**src/rtl/core/assert_macros.svh**
```systemverilog
// assertion helpers shared by the rtl, clocked on aclk and quiet in reset
`ifndef ASSERT_MACROS_SVH
`define ASSERT_MACROS_SVH

// concurrent check sampled on the rising edge, disabled while aresetn is low
`define SCA_ASSERT(label, prop, msg) \
    label: assert property (@(posedge aclk) disable iff (!aresetn) (prop)) \
        else $error(msg);

// implication whose consequent is checked on the following clock
`define SCA_ASSERT_NEXT(label, cond, prop, msg) \
    label: assert property (@(posedge aclk) disable iff (!aresetn) (cond) |=> (prop)) \
        else $error(msg);

`endif

```
**src/rtl/core/sca_pkg.sv**
```systemverilog
`timescale 1ns / 1ps

package sca_pkg;

    localparam logic [7:0] SYNC_BYTE         = 8'haa;
    localparam logic [7:0] CMD_TYPE_BYTE     = 8'h55;
    localparam logic [3:0] DATA_TYPE_NIBBLE  = 4'hc;
    localparam int         CMD_FRAME_BYTES   = 20;
    localparam int         CMD_LAST_SUM_POS  = 18;
    localparam int         DATA_LEN_BIAS     = 5;
    localparam int         MAX_FRAME_BYTES   = 32;
    localparam int         COUNT_W           = 6;

    typedef enum logic [1:0] {
        KIND_NONE    = 2'd0,
        KIND_COMMAND = 2'd1,
        KIND_DATA    = 2'd2,
        KIND_UNKNOWN = 2'd3
    } kind_t;

    typedef enum logic [2:0] {
        ST_MORE      = 3'd0,
        ST_GOOD      = 3'd1,
        ST_CSUM_BAD  = 3'd2,
        ST_SYNC_SKIP = 3'd3,
        ST_UNKNOWN   = 3'd4,
        ST_OVERFLOW  = 3'd5
    } status_t;

    function automatic kind_t kind_of(input logic [7:0] t);
        kind_t k;
        if (t == CMD_TYPE_BYTE) begin
            k = KIND_COMMAND;
        end else if (t[7:4] == DATA_TYPE_NIBBLE) begin
            k = KIND_DATA;
        end else begin
            k = KIND_UNKNOWN;
        end
        return k;
    endfunction

endpackage

```
**src/rtl/core/serial_can_adapter_deframer.sv**
```systemverilog
`timescale 1ns / 1ps
`include "assert_macros.svh"

// Serial CAN adapter deframer: one received serial byte goes in per word and
// one word comes out per byte, carrying the byte back with its position in
// the frame, the frame kind (tuser), a frame-end mark (tlast), the status and
// the total frame length on the closing byte. A frame opens with 0xaa; 0x55
// as second byte gives a 20-byte command frame whose last byte is checked
// against the 8-bit sum of bytes 2 to 18, a second byte 0xc? gives a data
// frame of low nibble + 5 bytes, anything else closes a two-byte unknown
// frame, and a byte that does not open a frame is reported as a skip. The
// block takes one byte every clock cycle: each byte is held in an input
// register, the frame tracking is a single combinational step into the
// output register, and only m_tready backpressure slows it down.
module serial_can_adapter_deframer (
    input  logic        aclk,
    input  logic        aresetn,
    input  logic        s_tvalid,
    output logic        s_tready,
    input  logic [7:0]  s_tdata,   // rx_byte
    output logic        m_tvalid,
    input  logic        m_tready,
    output logic [23:0] m_tdata,   // byte_echo[7:0], byte_position[12:8],
                                   // frame_status[15:13], frame_length[21:16], zero
    output logic        m_tlast,   // frame_end
    output logic [1:0]  m_tuser    // frame_kind
);

    localparam int CW = sca_pkg::COUNT_W;

    // input register
    logic       in_valid_reg;
    logic [7:0] in_byte_reg;

    // frame state
    logic [CW-1:0] count_reg, count_next;
    logic [7:0]    type_reg, type_next;
    logic [7:0]    sum_reg, sum_next;

    // output register
    logic             out_valid_reg;
    logic [7:0]       out_byte_reg;
    logic [4:0]       out_pos_reg;
    sca_pkg::kind_t   out_kind_reg;
    logic             out_end_reg;
    sca_pkg::status_t out_status_reg;
    logic [CW-1:0]    out_len_reg;

    logic advance;
    logic in_take;

    sca_pkg::kind_t   kind_c;
    sca_pkg::kind_t   type_kind;
    sca_pkg::status_t status_c;
    logic             end_c;
    logic [CW-1:0]    len_c;
    logic [CW:0]      count_inc;
    logic [4:0]       data_need;

    assign advance  = in_valid_reg && (!out_valid_reg || m_tready);
    assign s_tready = !in_valid_reg || advance;
    assign in_take  = s_tvalid && s_tready;

    assign count_inc = {1'b0, count_reg} + (CW+1)'(1);
    assign type_kind = sca_pkg::kind_of(type_reg);
    assign data_need = {1'b0, type_reg[3:0]} + 5'(sca_pkg::DATA_LEN_BIAS);

    always_comb begin
        kind_c     = sca_pkg::KIND_NONE;
        status_c   = sca_pkg::ST_MORE;
        end_c      = 1'b0;
        len_c      = '0;
        type_next  = type_reg;
        sum_next   = sum_reg;
        if (count_reg >= CW'(sca_pkg::MAX_FRAME_BYTES)) begin
            kind_c   = (count_reg >= CW'(2)) ? type_kind : sca_pkg::KIND_NONE;
            end_c    = 1'b1;
            status_c = sca_pkg::ST_OVERFLOW;
            len_c    = count_reg;
        end else if (count_reg == '0) begin
            if (in_byte_reg != sca_pkg::SYNC_BYTE) begin
                end_c    = 1'b1;
                status_c = sca_pkg::ST_SYNC_SKIP;
                len_c    = CW'(1);
            end
        end else if (count_reg == CW'(1)) begin
            type_next = in_byte_reg;
            kind_c    = sca_pkg::kind_of(in_byte_reg);
            if (kind_c == sca_pkg::KIND_UNKNOWN) begin
                end_c    = 1'b1;
                status_c = sca_pkg::ST_UNKNOWN;
                len_c    = CW'(2);
            end
        end else begin
            kind_c = type_kind;
            unique case (type_kind)
                sca_pkg::KIND_COMMAND: begin
                    if (count_reg <= CW'(sca_pkg::CMD_LAST_SUM_POS)) begin
                        sum_next = sum_reg + in_byte_reg;
                    end
                    if (count_inc >= (CW+1)'(sca_pkg::CMD_FRAME_BYTES)) begin
                        end_c    = 1'b1;
                        // the closing byte is past the summed range, so compare the held sum
                        status_c = (sum_reg == in_byte_reg) ? sca_pkg::ST_GOOD
                                                            : sca_pkg::ST_CSUM_BAD;
                        len_c    = CW'(sca_pkg::CMD_FRAME_BYTES);
                    end
                end
                sca_pkg::KIND_DATA: begin
                    if (count_inc >= (CW+1)'(data_need)) begin
                        end_c    = 1'b1;
                        status_c = sca_pkg::ST_GOOD;
                        len_c    = count_inc[CW-1:0];
                    end
                end
                default: begin
                    end_c    = 1'b1;
                    status_c = sca_pkg::ST_UNKNOWN;
                    len_c    = count_inc[CW-1:0];
                end
            endcase
        end
        count_next = end_c ? '0 : count_inc[CW-1:0];
    end

    always_ff @(posedge aclk) begin
        if (!aresetn) begin
            in_valid_reg  <= 1'b0;
            out_valid_reg <= 1'b0;
            count_reg     <= '0;
            type_reg      <= '0;
            sum_reg       <= '0;
        end else begin
            if (in_take) begin
                in_valid_reg <= 1'b1;
                in_byte_reg  <= s_tdata;
            end else if (advance) begin
                in_valid_reg <= 1'b0;
            end
            if (advance) begin
                out_valid_reg  <= 1'b1;
                out_byte_reg   <= in_byte_reg;
                out_pos_reg    <= count_reg[4:0];
                out_kind_reg   <= kind_c;
                out_end_reg    <= end_c;
                out_status_reg <= status_c;
                out_len_reg    <= len_c;
                count_reg      <= count_next;
                type_reg       <= end_c ? 8'h00 : type_next;
                sum_reg        <= end_c ? 8'h00 : sum_next;
            end else if (m_tready) begin
                out_valid_reg <= 1'b0;
            end
        end
    end

    assign m_tvalid = out_valid_reg;
    assign m_tdata  = {2'b00, out_len_reg, out_status_reg, out_pos_reg, out_byte_reg};
    assign m_tlast  = out_end_reg;
    assign m_tuser  = out_kind_reg;

    // every frame closes by its twentieth byte
    `SCA_ASSERT(a_count_bound, count_reg < CW'(sca_pkg::CMD_FRAME_BYTES), "frame count overran")
    `SCA_ASSERT(a_last_has_status, !(out_valid_reg && out_end_reg) || out_status_reg != sca_pkg::ST_MORE, "closing word without status")
    `SCA_ASSERT(a_mid_no_length, !(out_valid_reg && !out_end_reg) || (out_len_reg == '0 && out_status_reg == sca_pkg::ST_MORE), "open word carries end info")
    `SCA_ASSERT_NEXT(a_end_clears, advance && end_c, count_reg == '0 && sum_reg == 8'h00, "state not cleared after frame end")
    `SCA_ASSERT_NEXT(a_pos_follows, advance && !end_c, out_pos_reg == $past(count_reg[4:0]) && count_reg == $past(count_reg) + CW'(1), "position did not step")

endmodule
```
**config.mk**
```make
export PLATFORM = sky130hd
export DESIGN_NAME = serial_can_adapter_deframer
export DESIGN_NICKNAME = d
export VERILOG_FILES = /design/src/rtl/core/sca_pkg.sv /design/src/rtl/core/serial_can_adapter_deframer.sv
export VERILOG_INCLUDE_DIRS = /design/src /design/src/rtl/core
export SDC_FILE = /design/constraint.sdc
export NUM_CORES = 1
export LEC_CHECK = 0
export ABC_AREA = 0
export ABC_CLOCK_PERIOD_IN_PS = 4300
export BUFFER_PORTS_ARGS = -buffer_cell sky130_fd_sc_hd__buf_2
export CAP_MARGIN = 20
export CORE_ASPECT_RATIO = 1.75
export CORE_MARGIN = 1.5
export CORE_UTILIZATION = 50
export CTS_CLUSTER_SIZE = 10
export DETAILED_ROUTE_END_ITERATION = 8
export GPL_TIMING_DRIVEN = 0
export PLACE_DENSITY = 0.69
export SLEW_MARGIN = 10
export SYNTH_ARGS = -nofsm -noshare
export SYNTH_HDL_FRONTEND = slang
export SYNTH_SLANG_ARGS = --single-unit
```
**constraint.sdc**
```tcl
create_clock -name aclk -period 4.3 [get_ports aclk]
set_input_delay 1.29 -clock aclk [delete_from_list [all_inputs] [get_ports aclk]]
set_output_delay 1.29 -clock aclk [all_outputs]
set_load 0.005 [all_outputs]
```
**Word-level counts from Yosys, hierarchy flattened**

Index checks and enable logic that the tools add are counted.
W data, S select, Z words.

- Flip-flop bits (word level): 57
- Input port bits: 12
- Word-level logic and storage cells: 99

- $add $sub $neg: 3
- Order comparisons: 5
- Eq/ne operators: 13
- Muxes and demuxes: 50
- Reduce and logical (&&, ||, !) cells: 16

Operator list:

| kind | count |
|---|---|
| $mux W8 | 10 |
| $mux W6 | 5 |
| $mux W2 | 13 |
| $eq A8 B7 Y1 const B | 2 |
| $mux W1 | 15 |
| $pmux W6 S2 | 1 |
| $reduce_bool A2 Y1 | 5 |
| $mux W3 | 3 |
| $add A8 B8 Y8 | 1 |
| $eq A4 B4 Y1 const B | 2 |
| $eq A8 B8 Y1 | 1 |
| $ne A8 B8 Y1 const B | 1 |
| $add A6 B1 Y7 const B | 1 |
| $ge A7 B5 Y1 | 1 |
| $ge A7 B5 Y1 const B | 1 |
| $eq A6 B1 Y1 const B | 1 |
| $ge A6 B2 Y1 const B | 1 |
| $ge A6 B6 Y1 const B | 1 |
| $le A6 B5 Y1 const B | 1 |
| $logic_not A6 Y1 | 1 |
| $ne A2 B2 Y1 const B | 3 |
| $pmux W3 S2 | 1 |
| $reduce_and A6 Y1 | 1 |
| $add A4 B3 Y5 const B | 1 |
| other kinds (9) | 14 |

**Longest topological paths before layout**

Gate-level depths: netlist of the first run.

- Word-level depth: 13
- Mapped depth: 12

**Worst setup path before layout of the first run**

OpenSTA, ideal clock, no wires.

- Path kind: input to output
- From: in m_tready
- To: out s_tready
- Arrival time: 1534 ps
- Setup slack: 1476 ps
- Cell stages on the path: 2
- Buffers on the path: 0
- Cell sequence: nor2b_1 > nand2_1

- Longest elaborated chain between the ends: 3

Ends and longest elaborated chain:

| item | RTL line | source |
|---|---|---|
| start, declared | serial_can_adapter_deframer.sv:22 | `input logic m_tready,` |
| $logic_or A1 B1 Y1 | serial_can_adapter_deframer.sv:60 | `assign advance = in_valid_reg && (!out_valid_reg \|\| m_tready);` |
| $logic_and A1 B1 Y1 | serial_can_adapter_deframer.sv:60 |  |
| $logic_or A1 B1 Y1 | serial_can_adapter_deframer.sv:61 | `assign s_tready = !in_valid_reg \|\| advance;` |
| end, declared | serial_can_adapter_deframer.sv:19 | `output logic s_tready,` |

Every way passes these cells.

**Final worst setup path of the first run**

- From: reg count_reg[0]
- To: reg type_reg[3]

- Longest elaborated chain between the ends: 9

Ends and longest elaborated chain:

| item | RTL line | source |
|---|---|---|
| start, declared | serial_can_adapter_deframer.sv:36 | `logic [CW-1:0] count_reg, count_next;` |
| start signal, assigned | serial_can_adapter_deframer.sv:148 | `count_reg <= count_next;` |
| $add A6 B1 Y7 | serial_can_adapter_deframer.sv:64 | `assign count_inc = {1'b0, count_reg} + (CW+1)'(1);` |
| $ge A7 B5 Y1, on equally long branches | serial_can_adapter_deframer.sv:110, serial_can_adapter_deframer.sv:101 |  |
| $mux W1, on equally long branches | serial_can_adapter_deframer.sv:110, serial_can_adapter_deframer.sv:101 |  |
| $pmux W1 S2 | serial_can_adapter_deframer.sv:96 | `unique case (type_kind)` |
| $mux W1 | serial_can_adapter_deframer.sv:86 | `end else if (count_reg == CW'(1)) begin` |
| $mux W1 | serial_can_adapter_deframer.sv:80 | `end else if (count_reg == '0) begin` |
| $mux W1 | serial_can_adapter_deframer.sv:75 | `if (count_reg >= CW'(sca_pkg::MAX_FRAME_BYTES)) begin` |
| $ne A2 B2 Y1 (no line) or $reduce_bool A2 Y1 (tied branches) | - |  |
| $reduce_and A4 Y1 (no line) | - |  |
| end signal, assigned | serial_can_adapter_deframer.sv:149 | `type_reg <= end_c ? 8'h00 : type_next;` |
| end, declared | serial_can_adapter_deframer.sv:37 | `logic [7:0] type_reg, type_next;` |

Parallel ways exist; a longest one is shown, timed or not.
A chain may end at the register's enable or synchronous reset.

==> results of run 1 <==
## final cells by class
class	instances	share of cell area (%)
Multi-Input combinational cell	197	38.0
Tap cell	76	2.74
Clock buffer	11	4.68
Buffer	14	1.91
Timing Repair Buffer	37	5.33
Sequential cell	57	42.3
Clock inverter	5	2.45
Inverter	24	2.59
## worst register-to-register path, stage by stage, from the launching register on
cell      delay (ns)
dfxtp_1         0.57
and2_1          0.27
nand2_1         0.09
xor2_1          0.34
inv_1           0.09
ha_1            0.30
o21a_1          0.18
a221oi_2        0.42
a21oi_1         0.23
clkbuf_1        0.33
o31a_1          0.45
o22ai_1         0.14
## worst min path at each step
| stage | startpoint | to | slack, ns | cells past startpoint |
|---|---|---|---|---|
| 3_3_place_gp | count_reg[2]$_SDFFE_PN0P_ | out_pos_reg[2]$_DFFE_PP_ | 0.41 | 0 |
| 4_1_cts | count_reg[2]$_SDFFE_PN0P_ | out_pos_reg[2]$_DFFE_PP_ | 0.43 | 0 |
| 5_1_grt | count_reg[2]$_SDFFE_PN0P_ | out_pos_reg[2]$_DFFE_PP_ | 0.45 | 0 |
| 3_5_place_dp | count_reg[2]$_SDFFE_PN0P_ | out_pos_reg[2]$_DFFE_PP_ | 0.42 | 0 |
| 2_1_floorplan | count_reg[2]$_SDFFE_PN0P_ | out_pos_reg[2]$_DFFE_PP_ | 0.40 | 0 |
| 6_report | count_reg[2]$_SDFFE_PN0P_ | out_pos_reg[2]$_DFFE_PP_ | 0.43 | 0 |
## layout by cell type (no fill, tap or decap), types with 4 or more instances in the layout
cell / instances
clkbuf_8: 10
a21oi_1: 17
buf_2: 42
nand2_1: 38
nand3_1: 5
o21ai_0: 5
or4_1: 4
nor3_1: 4
dfxtp_1: 24
ha_1: 17
xnor2_1: 5
inv_1: 22
o22ai_1: 16
a21boi_1: 4
edfxtp_1: 33
nor2_1: 16
clkbuf_1: 7
xor2_1: 6
## metal layers
layer / vias to the layer above / routed length, um
li1: 1145 / -
met1: 1093 / 2410
met2: 66 / 3390
met3: 24 / 256
met4: 0 / 282
met5: - / 0
## report_power, final
| group | internal, mW | total, mW | switching, mW | leakage [nW] |
|---|---|---|---|---|
| logic | 0.0178 | 0.0442 | 0.0264 | 0.700 |
| clock network | 0.379 | 0.604 | 0.225 | 0.121 |
| registers | 0.586 | 0.593 | 0.00741 | 0.492 |
| total | 0.982 | 1.24 | 0.259 | 1.31 |
## cells by family after synthesis
| group | synth area share [%] |
|---|---|
| other | 0.127 |
| DFF | 50.0 |
| buffers and inverters | 5.31 |
| adders and majority gates | 7.91 |
| and+or+nand+nor | 17.2 |
| xor gates and xnor gates | 3.27 |
| AOI/OAI and AO/OA | 16.2 |
## stage by stage
stage	util (%)	cells	worst slack [ns]
after floorplan	-	292	1.48
after global placement	57.3	405	0.942
after detailed placement	57.3	405	0.895
after CTS	61.7	421	0.879
after global routing	61.7	421	0.625
final	61.7	421	0.824
==> results.ini, run 1 <==
[synth]
synth_area_leader_cell=edfxtp_1
synth_commonest_cells=nand2_1 (38), edfxtp_1 (33), dfxtp_1 (24), inv_1 (22)
synth_top_area_share_pct=33.7
synthDistinctLibCells=55
synth_edf_count=33
netlist_area_um2=2940
synth_seq_cells=57
syn-instance-count=291
synthTopCellsByArea=edfxtp_1 (34%), dfxtp_1 (16%), ha_1 (7.2%)
avgSynthCellArea_um2=10.1
synthArstFlopShare_pct=0
yosysSeqAreaShare_pct=50.0
synthMostInstantiatedCell=nand2_1
synth_flop_cell=edfxtp_1
yosysWarnings=0

[worst_setup_path]
cpLargestDelayFamily=compound AO/OA/AOI/OAI gates
ff2ff_path_depth=11
endpoint=type_reg[3]$_SDFFE_PN0P_
arrival_ns=3.75
path_max_fanout=10
r2r_start=count_reg[0]$_SDFFE_PN0P_
critPathLaunchType=register
r2r_end=type_reg[3]$_SDFFE_PN0P_
cp-end-kind=register
reg2reg_slack_ns=0.82
max_stage_delay_ns=0.57
required_ns=4.58
critPathLaunch=count_reg[0]$_SDFFE_PN0P_
path_cells=and2_1 > nand2_1 > xor2_1 > inv_1 > ha_1 > o21a_1 > a221oi_2 > a21oi_1 > clkbuf_1 > o31a_1 > o22ai_1
cp_num_buf_inv=2
crit_slowest_cell=dfxtp_1
path_class=reg2reg
path_depth=11

[finish]
stdcell_area_um2=3470
multiInputGateArea_um2=1320
seq_area_um2=1470
syn_to_final_growth_pct=18.1
nets=370
drive_gt1_share_pct=19.1
diodes=0
n_fill_cell=490

[clock_tree]
postCtsHoldBufs=0
numCtsBuffers=9
root_buffer=clkbuf_8
cts_tree=built
cts-htree-levels=3
clkLatencyLatePin_ns=0.35
post_cts_resized=0
clkTransAtPathRegs_ns=0.07
post-cts-setup-buffers=0
clk_path_buf_depth=2
cts.sinks=57

[grt]
grt_pass1_vias=2237
met1_usage_pct=24.1
grt_util_met2_pct=36.9
antenna_found_initial=0
grt_max_degree=26
grt_pass1_wl_um=10400
use_met3_pct=7.34
track_usage_pct=22.4
grt_overflow=0
grt_most_used_layer=met2

[routing]
drtAntennaViolNets=0
viasPerCell=5.53
via_count=2328
drt-total-wl_um=6330
firstDrtPassIters=5
drc=0
drt_iter0_drc=71
wl_per_cell_um=15.0

[timing]
finalCriticalPeriod_ns=3.48
rsz0062_at_grt=false
clock_skew_ns=0.00928
fin_crit_sh_pct=80.8
finalSetupViolCount=0
timing.setup.tns_ns=0
whs_ns=0.430
slew_headroom_pct=36.6
tightest_slew_ns=0.938
fmax_mhz=288
final-max-slew-violation-count=0
hold_viol=0

[min_path]
hp-class=reg2reg

[placement]
port-buffer-count=37
placed_area_um2=3230
routabilityCongestion=0.864
hpwl_um=4570

[floorplan]
die_x_um=61.0
io_pins=41
start_util_pct=52.3
rows=36
die_area_um2=6370
core_um2=5630
fp.dieH_um=104

[power_and_ir_drop]
peakVddDrop_mv=0.220
power_density_nw_per_um2=357
power_leakage_nw=1.31
report.power.total_mw=1.24

[flow_run]
max_cap_violations=0

[status]
run_status=finished, final reports clean

(Power assumes the default switching activity.)
==> inputs of run 2 (changes only) <==
ABC_AREA = 1   (was 0)
ABC_CLOCK_PERIOD_IN_PS = 3630   (was 4300)
clock period = 3.63 ns   (was 4.3 ns; I/O delays follow)
==> run 2 against run 1 <==
Clock power shrank 4.0%; sequential share of layout area is 0.63 points higher; non-clock buffer count down 6; largest power group is now sequential cells; sequential power rose by 20%; count of clock-buffer cells in the layout fell by 2; largest cell class unchanged; critical endpoint is now type_reg[4]$_SDFFE_PN0P_; utilization fell by 0.91 points; sequential cell count did not move; die area decreased by 0.49%; register-to-register slack got worse by 0.09 ns.
==> results.ini, run 2 <==
[status]
run_status=finished, final reports clean

[placement]
placed_area_um2=3230
routabilityCongestion=0.909
hpwl_um=4590
port-buffer-count=37

[clock_tree]
root_buffer=clkbuf_8
post_cts_resized=0
postCtsHoldBufs=0
post-cts-setup-buffers=0
clk_path_buf_depth=2
cts_tree=built
cts.sinks=57
clkLatencyLatePin_ns=0.35
cts-htree-levels=3
clkTransAtPathRegs_ns=0.07
numCtsBuffers=9

[synth]
synth_area_leader_cell=edfxtp_1
synth_flop_cell=edfxtp_1
avgSynthCellArea_um2=9.04
yosysSeqAreaShare_pct=50.3
synthTopCellsByArea=edfxtp_1 (34%), dfxtp_1 (16%), nand2_1 (7.7%)
synth_seq_cells=57
synthDistinctLibCells=35
netlist_area_um2=2930
yosysWarnings=0
syn-instance-count=324
synth_edf_count=33
synthMostInstantiatedCell=nand2_1
synth_commonest_cells=nand2_1 (60), inv_1 (39), nor2_1 (35), edfxtp_1 (33)
synth_top_area_share_pct=33.8
synthArstFlopShare_pct=0

[power_and_ir_drop]
power_leakage_nw=1.43
peakVddDrop_mv=0.413
seq_power_share_pct=51.6
power_switching_uw=329
pwr-share-clk_pct=42.2
p_int_mw=1.05
netSwitchingFraction_pct=23.9
power_density_nw_per_um2=402
comb_power_share_pct=6.2

[grt]
grt_pass1_vias=2198
grt_util_met2_pct=38.3
grt_max_degree=20
grt_overflow=0
grt_most_used_layer=met2
met1_usage_pct=21.3
use_met3_pct=5.85
grt_pass1_wl_um=10100
track_usage_pct=22.0
antenna_found_initial=0

[min_path]
hp-class=reg2reg

[finish]
stdcell_area_um2=3420
nets=404
n_fill_cell=514
diodes=0
drive_gt1_share_pct=19.5
final_common_cell=nand2_1
syn_to_final_growth_pct=16.9
utilization_pct=60.8
final_cell_mix=nand2_1 (60), inv_1 (39), buf_2 (37)

[timing]
rsz0062_at_grt=false
finalCriticalPeriod_ns=2.90
slew_headroom_pct=57.9
fmax_mhz=345
final-max-slew-violation-count=0
finalSetupViolCount=0
tightest_slew_ns=0.627
hold_viol=0
fin_crit_sh_pct=79.9
clock_skew_ns=0.00376

[worst_setup_path]
max_stage_delay_ns=0.55
r2r_end=type_reg[4]$_SDFFE_PN0P_
reg2reg_slack_ns=0.73
cp_num_buf_inv=2
path_max_fanout=10
cp-end-kind=register
required_ns=3.91
crit_slowest_cell=dfxtp_1
r2r_start=count_reg[0]$_SDFFE_PN0P_
arrival_ns=3.18
cpLargestDelayFamily=simple AND/OR/NAND/NOR gates
critPathLaunchType=register
path_class=reg2reg
path_cells=inv_1 > ha_1 > ha_1 > nand2_1 > nand2_1 > nand2_1 > nand2_1 > nand2_1 > nand2_1 > nand2_1 > nand2_1 > nand2_2 > nand2_2 > nand2_4 > nand3_4 > nor2_4 > buf_6 > nand3_1 > a21oi_1
endpoint=type_reg[4]$_SDFFE_PN0P_
ff2ff_path_depth=19
cpMostUsedCell=nand2_1
path_depth=19
critPathLaunch=count_reg[0]$_SDFFE_PN0P_

[routing]
firstDrtPassIters=4
drt_iter0_drc=98
drc=0
drtAntennaViolNets=0
viasPerCell=5.08
wl_per_cell_um=13.6
drt-total-wl_um=6190
via_count=2312

[floorplan]
start_util_pct=52.0
fp.dieH_um=104
io_pins=41
core_um2=5630
rows=36
die_area_um2=6340
die_x_um=60.8

[flow_run]
max_cap_violations=0

[run 2: through the flow]
step	setup WS, ns	TNS (ns)	hold WS, ns	power [mW]	cells
CTS	0.748	0	0.436	1.39	455
global placement	-0.335	-8.32	0.413	0.807	438
floorplan	0.358	0	0.409	0.779	325
detailed placement	0.571	0	0.419	0.810	439
finish	0.729	0	0.436	1.38	455
global route	0.595	0	0.459	1.43	455
[run 2: final cells by class]
| class | count | area [um^2] | area share (%) |
|---|---|---|---|
| Clock inverter | 7 | 70.1 | 2.05 |
| Inverter | 41 | 154 | 4.50 |
| Sequential cell | 57 | 1470 | 43.0 |
| Timing Repair Buffer | 38 | 200 | 5.85 |
| Clock buffer | 9 | 124 | 3.62 |
| Multi-Input combinational cell | 220 | 1260 | 36.8 |
| Buffer | 7 | 48.8 | 1.43 |
| Tap cell | 76 | 95.1 | 2.78 |
[run 2: power groups by stage]
stage,clock (mW),sequential (mW),combinational (mW)
after floorplan,0,0.722,0.0568
after global placement,0,0.724,0.0822
after detailed placement,0,0.724,0.0852
after CTS,0.595,0.710,0.0858
after global routing,0.620,0.712,0.0986
final,0.580,0.710,0.0856
[run 2: worst min path at each step]
| stage | startpoint | slack, ns | depth (start not counted) | to |
|---|---|---|---|---|
| global placement | count_reg[4]$_SDFFE_PN0P_ | 0.41 | 0 | out_pos_reg[4]$_DFFE_PP_ |
| detailed placement | count_reg[4]$_SDFFE_PN0P_ | 0.42 | 0 | out_pos_reg[4]$_DFFE_PP_ |
| floorplan | count_reg[4]$_SDFFE_PN0P_ | 0.41 | 0 | out_pos_reg[4]$_DFFE_PP_ |
| CTS | count_reg[4]$_SDFFE_PN0P_ | 0.44 | 0 | out_pos_reg[4]$_DFFE_PP_ |
| finish | count_reg[4]$_SDFFE_PN0P_ | 0.44 | 0 | out_pos_reg[4]$_DFFE_PP_ |
| global route | count_reg[4]$_SDFFE_PN0P_ | 0.46 | 0 | out_pos_reg[4]$_DFFE_PP_ |
[run 2: logic make-up (layout without fill, tap and decap cells)]
kind of cell | Yosys count | count (layout) | synth area share (%)
and+or+nand+nor | 139 | 139 | 22.0
other | 1 | 2 | 0.128
AOI/OAI and AO/OA | 50 | 50 | 9.44
buffers and inverters | 48 | 102 | 6.92
xor gates and xnor gates | 11 | 11 | 3.29
adders and majority gates | 18 | 18 | 7.95
DFF | 57 | 57 | 50.3
[run 2: routing by layer]
layer | part of all wire, % | routed length (um)
met5 | 0 | 0
met4 | 4.4 | 270
met3 | 3.4 | 211
met2 | 55 | 3400
met1 | 37 | 2300
[run 2: worst register-to-register path, cell delays in order, from the launching register on]
cell and delay, ns:
dfxtp_1 0.55, inv_1 0.16, ha_1 0.40, ha_1 0.31, nand2_1 0.06, nand2_1 0.05
nand2_1 0.05, nand2_1 0.05, nand2_1 0.05, nand2_1 0.05, nand2_1 0.05, nand2_1 0.05
nand2_2 0.07, nand2_2 0.09, nand2_4 0.11, nand3_4 0.14, nor2_4 0.17, buf_6 0.16
nand3_1 0.11, a21oi_1 0.14
==> inputs of run 3 (changes only) <==
ABC_AREA = 0   (was 1)
ABC_CLOCK_PERIOD_IN_PS = 2800   (was 3630)
clock period = 2.8 ns   (was 3.63 ns; I/O delays follow)
==> run 3 against run 2 <==
Worst hold slack better by 0.00073 ns; via count grew 3.7%; setup slack worse by 0.67 ns; die area increased by 0.50%; final area up 8.0%; critical path type unchanged; clock skew rose by 0.0053 ns; final cell count is 4.6% lower; critical path depth decreased by 9.
==> results.ini, run 3 (synthesis results as in run 1) <==
[grt]
antenna_found_initial=0
grt_pass1_wl_um=10500
track_usage_pct=22.7
grt_pass1_vias=2269
grt_max_degree=26
grt_overflow=0

[power_and_ir_drop]
peakVddDrop_mv=0.338
power_density_nw_per_um2=517
report.power.total_mw=1.91
power_leakage_nw=1.40

[finish]
final_cell_mix=buf_2 (42), nand2_1 (38), edfxtp_1 (33)
final_common_cell=buf_2
final_cells=434
utilization_pct=65.7
syn_to_final_growth_pct=25.7
n_fill_cell=456
drive_gt1_share_pct=27.4
nets=383
diodes=0

[routing]
viasPerCell=5.53
drt-total-wl_um=6660
drc=0
firstDrtPassIters=4
wl_per_cell_um=15.4
drt_iter0_drc=86
via_count=2398
drtAntennaViolNets=0

[floorplan]
fp.dieH_um=104
io_pins=41
rows=36
die_area_um2=6370
core_um2=5630
start_util_pct=52.3
die_x_um=61.0

[timing]
fmax_mhz=365
finalCriticalPeriod_ns=2.74
final-max-slew-violation-count=0
slew_headroom_pct=36.0
fin_crit_sh_pct=98.0
finalSetupViolCount=0
whs_ns=0.437
worst_slack_ns=0.0573
hold_viol=0
tightest_slew_ns=0.959
clock_skew_ns=0.00909

[clock_tree]
numCtsBuffers=9
cts.sinks=57
cts_tree=built
root_buffer=clkbuf_8
clkLatencyLatePin_ns=0.35
clkTransAtPathRegs_ns=0.07
cts-htree-levels=3
postCtsHoldBufs=0
clk_path_buf_depth=2

[worst_setup_path]
ff2ff_path_depth=10
critPathLaunchType=register
path_max_fanout=6
r2r_start=count_reg[0]$_SDFFE_PN0P_
reg2reg_slack_ns=0.06
path_class=reg2reg
r2r_end=count_reg[0]$_SDFFE_PN0P_
required_ns=3.08
cp-end-kind=register
arrival_ns=3.02

[placement]
port-buffer-count=37
dp_cells=405
place_ws_ns=-0.605
routabilityCongestion=0.864
hpwl_um=4570

[min_path]
holdPathEnd=out_pos_reg[4]$_DFFE_PP_
holdPathStages=0
hp-class=reg2reg
min-delay-start=count_reg[4]$_SDFFE_PN0P_

[flow_run]
max_cap_violations=0

[status]
run_status=finished, final reports clean

-- run 3: layout make-up --
class / instances / area, um^2 / area share, %
plain buffers: 13 / 76.3 / 2.06
clock buffers: 11 / 163 / 4.40
clock inverters: 5 / 85.1 / 2.30
inverters: 24 / 90.1 / 2.44
multi-input cells: 197 / 1420 / 38.5
flip-flops and latches: 57 / 1480 / 40.0
well taps: 76 / 95.1 / 2.57
repair buffers: 51 / 285 / 7.71
-- run 3: timing repair --
action | 4_1_cts | 5_1_grt
buffers inserted | 2 | 11
gates resized for setup | 16 | 13
hold endpoints to repair | 0 | 0
pin swaps | 1 | 8
setup endpoints to repair | 28 | 21
-- run 3: through the flow --
step | setup TNS, ns | cell area, um^2
final | 0 | 3700
after global routing | -0.145 | 3700
after CTS | 0 | 3560
after detailed placement | -12.48 | 3230
after global placement | -11.07 | 3230
after floorplan | 0 | 2950
-- run 3: layer usage --
metal | up-vias | wire length (um) | track usage (%)
met1 | 1132 | 2470 | 24.6
met2 | 66 | 3640 | 37.6
met4 | 0 | 316 | 13.2
met3 | 25 | 244 | 6.34
li1 | 1175 | - | -
met5 | - | 0 | 0
-- run 3: critical path, cell delays in order, from the launching register on --
cell	delay, ns
dfxtp_4	0.38
and2_4	0.17
nand2_1	0.11
xor2_2	0.25
inv_1	0.08
ha_1	0.29
o21a_1	0.20
a221oi_4	0.36
a21oi_4	0.13
or4_4	0.58
a21boi_2	0.14
-- run 3: worst max path at each step --
stage,slack (ns),from,end
floorplan,0.15,count_reg[0]$_SDFFE_PN0P_,type_reg[0]$_SDFFE_PN0P_
global route,-0.05,count_reg[0]$_SDFFE_PN0P_,count_reg[0]$_SDFFE_PN0P_
CTS,0.008,count_reg[0]$_SDFFE_PN0P_,type_reg[2]$_SDFFE_PN0P_
finish,0.06,count_reg[0]$_SDFFE_PN0P_,count_reg[0]$_SDFFE_PN0P_
global placement,-0.56,count_reg[0]$_SDFFE_PN0P_,type_reg[0]$_SDFFE_PN0P_
detailed placement,-0.60,count_reg[0]$_SDFFE_PN0P_,type_reg[3]$_SDFFE_PN0P_
-- run 3: power by group --
part	total (mW)	switching [mW]	internal (mW)	leakage, nW
Sequential	0.907	0.00933	0.898	0.494
Combinational	0.0763	0.0439	0.0324	0.790
Clock	0.929	0.348	0.582	0.121
